<file path="config.mk">
export PLATFORM = sky130hd
export DESIGN_NAME = nth_lexicographic_permutation_core
export DESIGN_NICKNAME = d
export VERILOG_FILES = /design/src/design/nlp_pkg.sv /design/src/design/nth_lexicographic_permutation_core.sv /design/src/design/nlp_sequencer.sv
export SDC_FILE = /design/constraint.sdc
export NUM_CORES = 1
export LEC_CHECK = 0
export BUFFER_PORTS_ARGS = -buffer_cell sky130_fd_sc_hd__buf_4
export CORE_MARGIN = 2
export CORE_UTILIZATION = 40
export CTS_CLUSTER_SIZE = 12
export DETAILED_ROUTE_END_ITERATION = 12
export PLACE_DENSITY_LB_ADDON = 0.08
export SETUP_SLACK_MARGIN = 0.1
export SYNTH_ARGS = -nofsm -noshare
export SYNTH_HDL_FRONTEND = slang
export SYNTH_SLANG_ARGS = --single-unit
</file>
<file path="constraint.sdc">
create_clock -name clock -period 10.4 [get_ports clock]
set_input_delay 0.52 -clock clock [delete_from_list [all_inputs] [get_ports clock]]
set_output_delay 0.52 -clock clock [all_outputs]
set_load 0.05 [all_outputs]
</file>
<file path="src/design/nlp_pkg.sv">
package nlp_pkg;

   localparam int DIGIT_BITS  = 4;
   localparam int MAX_DIGITS  = 10;
   localparam int RANK_BITS   = 22;
   localparam int DIGITS_BITS = DIGIT_BITS * MAX_DIGITS;
   localparam int STEP_BITS   = 4;
   localparam int STEP_COUNT  = 1 << STEP_BITS;

   typedef logic [STEP_BITS-1:0] step_type;

   // datapath operations
   typedef enum logic [2:0] {
      OP_WAIT,
      OP_CHECK,
      OP_WEIGHT,
      OP_DIV,
      OP_PICK,
      OP_BAD,
      OP_DONE
   } op_type;

   // jump conditions
   typedef enum logic [2:0] {
      J_NEXT,
      J_ALWAYS,
      J_HOLD,
      J_IF_BAD,
      J_IF_MORE
   } cond_type;

   typedef struct packed {
      op_type   op;
      logic [1:0] shift;
      cond_type cond;
      step_type target;
   } ctrl_word_type;

   typedef struct packed {
      logic start;
      logic range_bad;
      logic more_digits;
   } status_type;

   localparam step_type S_IDLE   = 4'd0;
   localparam step_type S_CHECK  = 4'd1;
   localparam step_type S_WEIGHT = 4'd2;
   localparam step_type S_DIV3   = 4'd3;
   localparam step_type S_DIV2   = 4'd4;
   localparam step_type S_DIV1   = 4'd5;
   localparam step_type S_DIV0   = 4'd6;
   localparam step_type S_PICK   = 4'd7;
   localparam step_type S_DONE   = 4'd8;
   localparam step_type S_BAD    = 4'd9;

   localparam ctrl_word_type UCODE [STEP_COUNT] = '{
      '{OP_WAIT,   2'd0, J_HOLD,    S_IDLE},
      '{OP_CHECK,  2'd0, J_IF_BAD,  S_BAD},
      '{OP_WEIGHT, 2'd0, J_NEXT,    S_IDLE},
      '{OP_DIV,    2'd3, J_NEXT,    S_IDLE},
      '{OP_DIV,    2'd2, J_NEXT,    S_IDLE},
      '{OP_DIV,    2'd1, J_NEXT,    S_IDLE},
      '{OP_DIV,    2'd0, J_NEXT,    S_IDLE},
      '{OP_PICK,   2'd0, J_IF_MORE, S_WEIGHT},
      '{OP_DONE,   2'd0, J_ALWAYS,  S_IDLE},
      '{OP_BAD,    2'd0, J_ALWAYS,  S_DONE},
      '{OP_WAIT,   2'd0, J_ALWAYS,  S_IDLE},
      '{OP_WAIT,   2'd0, J_ALWAYS,  S_IDLE},
      '{OP_WAIT,   2'd0, J_ALWAYS,  S_IDLE},
      '{OP_WAIT,   2'd0, J_ALWAYS,  S_IDLE},
      '{OP_WAIT,   2'd0, J_ALWAYS,  S_IDLE},
      '{OP_WAIT,   2'd0, J_ALWAYS,  S_IDLE}
   };

   localparam logic [RANK_BITS-1:0] FACT_TABLE [16] = '{
      22'd1, 22'd1, 22'd2, 22'd6, 22'd24, 22'd120, 22'd720, 22'd5040,
      22'd40320, 22'd362880, 22'd3628800, 22'd0, 22'd0, 22'd0, 22'd0, 22'd0
   };

   function automatic logic [DIGITS_BITS-1:0] descending(input int count);
      logic [DIGITS_BITS-1:0] packed_val;
      packed_val = '0;
      for (int k = 0; k < MAX_DIGITS; k++) begin
         if (k < count) begin
            packed_val[k*DIGIT_BITS +: DIGIT_BITS] = DIGIT_BITS'(k);
         end
      end
      return packed_val;
   endfunction

endpackage

</file>
<file path="src/design/nth_lexicographic_permutation_core.sv">
// Sequence: a range check after accept, then per digit the steps below, then a done
// step that raises the strobe; a rank past the permutation count skips the digits for a bad step.
// Throughput: one item at a time; busy drops in the strobe cycle, so a new
// start can be taken at that edge. Each digit costs one weight load, four
// restoring compare-subtract steps and one pick from the digit pool.
// Reset (synchronous) returns the sequencer to idle and clears the strobe.
module nth_lexicographic_permutation_core
   import nlp_pkg::*;
#(
   parameter int DIGIT_COUNT = 10
) (
   input  logic                   clock,
   input  logic                   reset,
   input  logic                   start,
   output logic                   busy,
   input  logic [RANK_BITS-1:0]   req_rank,
   output logic                   rsp_valid,
   output logic [DIGITS_BITS-1:0] rsp_digits,
   output logic                   rsp_found
);

   // digit count limited to 1..MAX_DIGITS
   localparam int USED_DIGITS = (DIGIT_COUNT > MAX_DIGITS) ? MAX_DIGITS :
                                ((DIGIT_COUNT < 1) ? 1 : DIGIT_COUNT);
   localparam int POOL_BITS = (USED_DIGITS > 1) ? $clog2(USED_DIGITS) : 1;
   localparam logic [3:0] LAST_POS = 4'(USED_DIGITS - 1);
   localparam logic [RANK_BITS-1:0] FACT_D = FACT_TABLE[USED_DIGITS];
   localparam logic [DIGITS_BITS-1:0] DESC_DIGITS = descending(USED_DIGITS);

   ctrl_word_type ctrl;
   status_type    status;
   logic          accept;

   logic [RANK_BITS-1:0]   rem_ff, rem_in;
   logic [RANK_BITS-1:0]   weight_ff, weight_in;
   logic [3:0]             quot_ff, quot_in;
   logic [3:0]             pos_ff, pos_in;
   logic [DIGITS_BITS-1:0] packed_ff, packed_in;
   logic                   found_ff, found_in;
   logic                   valid_ff, valid_in;
   logic [DIGIT_BITS-1:0]  pool_ff [USED_DIGITS];
   logic [DIGIT_BITS-1:0]  pool_in [USED_DIGITS];

   logic [RANK_BITS+2:0]   trial;
   logic [DIGIT_BITS-1:0]  picked;

   nlp_sequencer u_seq (
      .clock  (clock),
      .reset  (reset),
      .status (status),
      .ctrl   (ctrl),
      .busy   (busy)
   );

   assign accept             = start && !busy;
   assign status.start       = start;
   assign status.range_bad   = (rem_ff >= FACT_D);
   assign status.more_digits = (pos_ff != LAST_POS);

   assign trial  = {3'b000, weight_ff} << ctrl.shift;
   assign picked = pool_ff[quot_ff[POOL_BITS-1:0]];

   always_comb begin
      rem_in    = rem_ff;
      weight_in = weight_ff;
      quot_in   = quot_ff;
      pos_in    = pos_ff;
      packed_in = packed_ff;
      found_in  = found_ff;
      valid_in  = 1'b0;
      for (int k = 0; k < USED_DIGITS; k++) begin
         pool_in[k] = pool_ff[k];
      end
      case (ctrl.op)
         OP_WAIT: begin
            if (accept) begin
               rem_in    = (req_rank == '0) ? '0 : req_rank - 22'd1;
               pos_in    = '0;
               packed_in = '0;
               found_in  = 1'b1;
               for (int k = 0; k < USED_DIGITS; k++) begin
                  pool_in[k] = DIGIT_BITS'(k);
               end
            end
         end
         OP_CHECK: begin
            if (status.range_bad) begin
               found_in = 1'b0;
            end
         end
         OP_WEIGHT: begin
            weight_in = FACT_TABLE[LAST_POS - pos_ff];
            quot_in   = '0;
         end
         OP_DIV: begin
            if ({3'b000, rem_ff} >= trial) begin
               rem_in                = rem_ff - trial[RANK_BITS-1:0];
               quot_in[ctrl.shift]   = 1'b1;
            end
         end
         OP_PICK: begin
            packed_in = {packed_ff[DIGITS_BITS-DIGIT_BITS-1:0], picked};
            pos_in    = pos_ff + 4'd1;
            // close the gap left by the picked digit
            for (int k = 0; k < USED_DIGITS - 1; k++) begin
               if (4'(k) >= quot_ff) begin
                  pool_in[k] = pool_ff[k+1];
               end
            end
         end
         OP_BAD: begin
            packed_in = DESC_DIGITS;
         end
         OP_DONE: begin
            valid_in = 1'b1;
         end
         default: begin
            valid_in = 1'b0;
         end
      endcase
   end

   always_ff @(posedge clock) begin
      if (reset) begin
         valid_ff <= 1'b0;
      end else begin
         valid_ff <= valid_in;
      end
   end

   always_ff @(posedge clock) begin
      rem_ff    <= rem_in;
      weight_ff <= weight_in;
      quot_ff   <= quot_in;
      pos_ff    <= pos_in;
      packed_ff <= packed_in;
      found_ff  <= found_in;
      for (int k = 0; k < USED_DIGITS; k++) begin
         pool_ff[k] <= pool_in[k];
      end
   end

   assign rsp_valid  = valid_ff;
   assign rsp_digits = packed_ff;
   assign rsp_found  = found_ff;

   a_busy_after_accept: assert property (@(posedge clock) disable iff (reset)
      accept |=> busy)
      else $error("sequencer did not leave idle after accept");

   a_strobe_when_idle: assert property (@(posedge clock) disable iff (reset)
      rsp_valid |-> !busy)
      else $error("result beat shown while busy");

   a_single_strobe: assert property (@(posedge clock) disable iff (reset)
      rsp_valid |=> !rsp_valid)
      else $error("result beat longer than one cycle");

   a_pos_bound: assert property (@(posedge clock) disable iff (reset)
      (busy && ctrl.op == OP_PICK) |-> (pos_ff <= LAST_POS))
      else $error("digit position past last digit");

endmodule

</file>
<file path="src/design/nlp_sequencer.sv">
module nlp_sequencer
   import nlp_pkg::*;
(
   input  logic          clock,
   input  logic          reset,
   input  status_type    status,
   output ctrl_word_type ctrl,
   output logic          busy
);

   step_type step_ff;
   step_type step_in;
   step_type step_inc;

   assign ctrl     = UCODE[step_ff];
   assign busy     = (step_ff != S_IDLE);
   assign step_inc = step_ff + 4'd1;

   always_comb begin
      case (ctrl.cond)
         J_NEXT:    step_in = step_inc;
         J_ALWAYS:  step_in = ctrl.target;
         J_HOLD:    step_in = status.start ? step_inc : ctrl.target;
         J_IF_BAD:  step_in = status.range_bad ? ctrl.target : step_inc;
         J_IF_MORE: step_in = status.more_digits ? ctrl.target : step_inc;
         default:   step_in = S_IDLE;
      endcase
   end

   always_ff @(posedge clock) begin
      if (reset) begin
         step_ff <= S_IDLE;
      end else begin
         step_ff <= step_in;
      end
   end

endmodule

</file>
==> run_results.csv, run 1 <==
group,metric,value,unit
critical_path,critPathKind,"reg2reg",
floorplan,die_w,141,um
sta,tns,0,ps
yosys,synth_commonest_cells,"edfxtp_1, nand2_1, and3_1, nor2_1, a21oi_1",
yosys,yosys_warnings,0,
yosys,syn-cell-area,7550,sq um
yosys,synth.area.top_cells,"edfxtp_1, ha_1, and3_1, nand2_1, xnor2_1",
flow_run,max_cap_violations,0,
clock_network,clockRootBuffer,"clkbuf_16",
final_layout,syn2layout_area_growth,17.6,%
floorplan,initial_core_util,40.5,%
critical_path,critPathLaunch,"u_seq.step_ff[1]",
clock_network,cts_buffer_depth,2,
yosys,synth_top_cell_by_area,"edfxtp_1",
final_layout,final_util,47.6,%
drt,drtIter0Drc,392,
critical_path,worstReg2RegEnd,"rem_ff[3]",
yosys,synth.avg_cell_area,10.5,sq um
placed_design,port_buffers,67,
sta,grt_setup_unrepaired,"no",
sta,slew_violations,0,
drt,vias,5813,
critical_path,endpoint_kind,"register",
yosys,syn_inst,716,
clock_network,cts.sinks,127,
yosys,synthMuxAreaShare,4.54,%
drt,vias_per_cell,5.69,
global_routing,grt_pass1_wl,29800,um
critical_path,cp-start-kind,"register",
sta,finalSetupViolCount,0,
floorplan,die-area,20000,sq um
critical_path,r2r_slack,5190,ps
critical_path,rr_startpoint,"u_seq.step_ff[1]",
yosys,synth-compound-area-share,14.9,%
floorplan,core_region_area,18600,sq um
power_and_ir_drop,power.leakage,3.51,nW
clock_network,post_cts_buffers,0,
clock_network,postCtsResizedCells,0,
yosys,synthFlopType,"edfxtp_1",
clock_network,cts_tree,"yes",
sta,min_period,5210,ps
sta,max_freq,192,MHz
global_routing,track_usage,19.0,%
floorplan,ioPinCount,68,
yosys,async_flop_share,0,%
yosys,synthSimpleGateAreaFrac,18.2,%
critical_path,crit_arrival,5240,ps
placed_design,placed_cells,989,
global_routing,grt_overflow,0,
placed_design,finalWeightedCongestion,0.916,
drt,drc,0,
yosys,yosys.area_share.adder,5.87,%
global_routing,grt_pass1_vias,5677,
floorplan,die_h,141,um
global_routing,grt_start_max_net_pins,58,
yosys,syn_nets,775,
yosys,yosysMostFrequentCell,"edfxtp_1",
drt,drt-total-wl,18400,um
floorplan,num_rows,50,
drt,wl_per_cell,18.0,um
sta,finalHoldViolCount,0,
yosys,yosys.area.top_type_share,46.9,%
final_layout,drive_above_1_share,16.5,%
yosys,synth-edff-count,118,
clock_network,path_clk_slew,60,ps
min_path,worst_hold_path.num_cells,2,
final_layout,diodes,0,
sta,worst_slew_pin_slew,1210,ps
yosys,synthXorXnorAreaFrac,4.29,%
critical_path,cp-endpoint,"rem_ff[3]",
power_and_ir_drop,power_density,301,nW/um^2
critical_path,path_max_fanout,22,
sta,fin_skew,13.1,ps
critical_path,r2r_cells,16,
power_and_ir_drop,ir_worst_vdd,141,uV
min_path,hp-class,"in2reg",
clock_network,cts.htree.levels,4,
sta,fin_crit_sh,50.1,%
critical_path,required,10430,ps
drt,ant_nets,0,
clock_network,clock_latency,420,ps
global_routing,antenna_found_initial,0,
yosys,yosysSeqAreaShare,49.3,%
yosys,synth_seq_cells,127,
clock_network,hold_buffers,0,
sta,slew_headroom,19.2,%
placed_design,hpwl,13500,um
yosys,synth_top_family_by_area,"simple AND/OR/NAND/NOR gates",
yosys,synth.distinct_cells,61,
final_layout,instances_no_fill,1021,
final_layout,nNetsFinal,833,
drt,drt-pass1-iter-count,5,
clock_network,numCtsBuffers,17,
status,status,"finished, final reports clean",
## power breakdown
part / total, mW / switching (mW) / internal [mW]
registers: 0.871 / 0.103 / 0.768
clock network: 0.616 / 0.235 / 0.380
logic: 1.19 / 0.774 / 0.415
## worst min path at each step
stage | startpoint | endpoint | slack [ps]
CTS | reset | rsp_valid | 280
finish | reset | rsp_valid | 290
floorplan | pool_ff[2][0] | pool_ff[1][0] | 500
detailed placement | pool_ff[6][0] | pool_ff[5][0] | 530
global route | reset | rsp_valid | 280
global placement | pool_ff[5][2] | pool_ff[4][2] | 510
## per-stage QoR
step	hold slack, ps	power (mW)	setup slack, ps	area [sq um]
4_1_cts	276	2.70	5190	8880
3_3_place_gp	515	2.06	5480	8270
2_1_floorplan	499	1.74	5080	7550
5_1_grt	275	2.84	4560	8880
3_5_place_dp	529	2.07	5200	8270
6_report	290	2.68	5190	8880
## worst max-delay path, stage by stage, from the launching register on
cell,delay [ps]
dfxtp_1,540
inv_1,160
ha_1,280
nand2_1,100
nand2_1,60
nand2_1,420
nor2_1,290
nor3b_1,320
a221oi_1,90
ha_1,410
and3_1,230
nand3_1,170
nor4_1,300
a31o_2,220
o21bai_1,110
a21oi_1,160
o21ai_2,950
## per-layer routing
metal	GRT usage [%]	vias to the layer above	wire length, um
met5	0	-	0
met4	5.42	0	280
met3	4.56	25	910
met2	30.1	165	8620
met1	26.0	2807	8540
li1	-	2816	-
## flip-flops by register name, indices dropped and copies added (netlist names), named ones only
name,cells
pos_ff,4
rsp_digits,40
rem_ff,22
pool_ff,31
rsp_valid,1
u_seq.step_ff,4
weight_ff,16
quot_ff,4
rsp_found,1
## cell type report
class                           instances  area (sq um)
Fill cell                            1746          9760
Sequential cell                       127          3720
Multi-Input combinational cell        531          3620
Timing Repair Buffer                   72           541
Clock buffer                           17           425
Tap cell                              234           293
Clock inverter                         15           184
Inverter                               25          93.8
## kinds of logic (layout without fill, tap and decap cells)
| kind of cell | count (synthesis) | in the layout |
|---|---|---|
| and+or+nand+nor | 265 | 265 |
| xor gates and xnor gates | 37 | 37 |
| adders and majority gates | 35 | 35 |
| DFF | 127 | 127 |
| buffers and inverters | 58 | 129 |
| AOI/OAI and AO/OA | 170 | 170 |
| muxes | 24 | 24 |
## layout by cell type, fill, tap and decap left out, types with 8 or more instances in the layout
cell type  netlist  routed
xor2_1          12      12
a21oi_1         41      40
a31oi_1         10      10
o22ai_1         19      19
edfxtp_1       118     118
o21ai_0         20      19
nor2_1          46      46
a21o_1          14      14
mux4_2           8       8
nand2b_1        20      19
inv_1           25      25
clkbuf_16        0      17
mux2i_1         14      14
buf_4            0      72
nand3_1          9       9
nor3_1          14      14
o21a_1          20      20
xnor2_1         25      25
ha_1            33      33
and3_1          47      47
nor2b_1          9       9
dfxtp_1          9       9
nand2_1         76      76
Note: power is estimated with default switching activity, not from simulation.
==> inputs of run 2 (changes only) <==
clock period = 4.96 ns   (was 10.4 ns; I/O delays follow)
==> run_results.csv, run 2 (same netlist as run 1, synthesis figures left out) <==
group,metric,value,unit
status,status,"finished, final reports clean",
drt,ant_nets,0,
final_layout,multi_input_area,3630,sq um
critical_path,path_max_fanout,22,
drt,drt-total-wl,18500,um
final_layout,final_common_cell,"edfxtp_1",
min_path,hold_end,"rem_ff[0]",
sta,worst_slew_pin_slew,1030,ps
final_layout,drive_above_1_share,17.5,%
critical_path,crit_arrival,4620,ps
global_routing,grt_busiest_layer,"met1",
global_routing,track_usage,18.9,%
clock_network,numCtsBuffers,17,
critical_path,rr_startpoint,"u_seq.step_ff[0]",
min_path,worst_hold_path.num_cells,2,
sta,finalHoldViolCount,0,
critical_path,required,5040,ps
power_and_ir_drop,switching_share,41.6,%
power_and_ir_drop,intPower,3.35,mW
floorplan,core_region_area,18600,sq um
sta,slew_headroom,30.3,%
clock_network,cts_buffer_depth,2,
clock_network,clockRootBuffer,"clkbuf_16",
floorplan,num_rows,50,
floorplan,die-area,20000,sq um
critical_path,endpoint_kind,"register",
final_layout,final_cell_mix,"edfxtp_1, buf_4, nand2_1",
drt,vias,5782,
power_and_ir_drop,clkPwrFrac,24.0,%
sta,slew_violations,0,
clock_network,path_clk_slew,60,ps
final_layout,largest_register_ffs,40,
critical_path,critPathKind,"reg2reg",
clock_network,cts_tree,"yes",
global_routing,use_met2,27.4,%
final_layout,diodes,0,
critical_path,slowest_delay,500,ps
critical_path,cp-start-kind,"register",
placed_design,finalWeightedCongestion,0.877,
clock_network,cts.htree.levels,4,
drt,drtIter0Drc,365,
critical_path,r2r_cells,15,
floorplan,die_w,141,um
sta,finalSetupViolCount,0,
sta,grt_setup_unrepaired,"no",
critical_path,cpMostUsedCell,"ha_1",
global_routing,grt_pass1_vias,5521,
sta,max_freq,220,MHz
power_and_ir_drop,totalPowerFinal,5.73,mW
sta,min_period,4540,ps
drt,drt-pass1-iter-count,6,
critical_path,r2r_slack,420,ps
global_routing,grt_pass1_wl,29500,um
sta,fin_crit_sh,91.5,%
power_and_ir_drop,power_density,638,nW/um^2
drt,wl_per_cell,18.0,um
clock_network,cts.sinks,127,
power_and_ir_drop,p_sw,2.38,mW
global_routing,grt_start_max_net_pins,58,
final_layout,area.sequential,3720,sq um
global_routing,grtUsageMet1,29.0,%
floorplan,die_h,141,um
power_and_ir_drop,pwr-share-comb,44.1,%
final_layout,fill_cells,1743,
sta,tns,0,ps
final_layout,final_util,48.2,%
final_layout,nNetsFinal,840,
drt,vias_per_cell,5.62,
floorplan,initial_core_util,40.5,%
global_routing,antenna_found_initial,0,
placed_design,hpwl,13300,um
critical_path,path_cells,"ha_1 > nand2_1 > a21oi_4 > nor2_1 > nor3b_1 > a221oi_1 > ha_1 > and3_1 > nand3_1 > nor4_1 > a31o_2 > o21bai_1 > a21oi_1 > o21ai_2 > buf_4",
critical_path,worstReg2RegEnd,"rem_ff[21]",
clock_network,clock_latency,420,ps
placed_design,port_buffers,67,
min_path,hp-class,"in2reg",
critical_path,cp_slowest_cell,"dfxtp_1",
floorplan,ioPinCount,68,
global_routing,grt_overflow,0,
flow_run,max_cap_violations,0,
power_and_ir_drop,sequentialPowerShare,31.9,%
power_and_ir_drop,power.leakage,3.57,nW
drt,drc,0,
final_layout,syn2layout_area_growth,19.0,%
global_routing,grtUsageMet3,3.14,%
min_path,hold_start,"req_rank[0]",
sta,fin_skew,20.6,ps
power_and_ir_drop,ir_worst_vdd,362,uV
-- run 2: timing repair --
action / 4_1_cts / 5_1_grt
hold endpoints to repair: 1 / 0
hold buffers: 1 / 0
setup endpoints to repair: 0 / 26
setup buffers: 0 / 0
gates resized for setup: 0 / 3
-- run 2: how the worst max path moves through the flow --
stage / slack, ps / startpoint / endpoint / depth (start not counted)
floorplan: 230 / u_seq.step_ff[1] / rem_ff[0] / 17
global placement: 530 / u_seq.step_ff[1] / rem_ff[3] / 17
detailed placement: 320 / u_seq.step_ff[1] / rem_ff[3] / 17
CTS: 290 / u_seq.step_ff[1] / rem_ff[9] / 17
global route: 110 / u_seq.step_ff[0] / rem_ff[8] / 15
finish: 420 / u_seq.step_ff[0] / rem_ff[21] / 15
-- run 2: routing by layer --
layer  vias to the layer above  share of wire, %
met4                         0              0.72
met2                       131                44
met1                      2809                51
met3                         9               4.3
li1                       2833                 -
met5                         -                 0
-- run 2: area by class of cell --
type,count,area share (%)
flip-flops and latches,127,41.5
multi-input cells,531,40.4
repair buffers,79,6.63
clock buffers,17,4.74
well taps,234,3.26
clock inverters,15,2.45
inverters,25,1.04
-- run 2: stage by stage --
stage                     hold slack [ps]  setup WS, ps  std cells  cell area [sq um]
after detailed placement              447           322        995               8320
after global placement                442           531        995               8320
after CTS                             138           291       1028               8970
after global routing                  151           105       1028               8980
after floorplan                       327           233        716               7550
final                                 154           422       1028               8980
-- run 2: power by group through the flow --
stage | clock [mW] | sequential (mW) | combinational, mW
after floorplan | 0 | 2.14 | 1.50
after global placement | 0 | 1.84 | 2.51
after detailed placement | 0 | 1.85 | 2.51
after CTS | 1.40 | 1.83 | 2.53
after global routing | 1.44 | 1.87 | 2.76
final | 1.38 | 1.83 | 2.53
-- run 2: worst max-delay path: cells and delay by family (launching register included) --
family / cells / cell delay, ps
AO/OA/AOI/OAI: 6 / 1050
adder cells (fa/ha/maj): 2 / 810
buffers and inverters: 1 / 330
flip-flops: 1 / 500
AND/OR/NAND/NOR: 6 / 1510
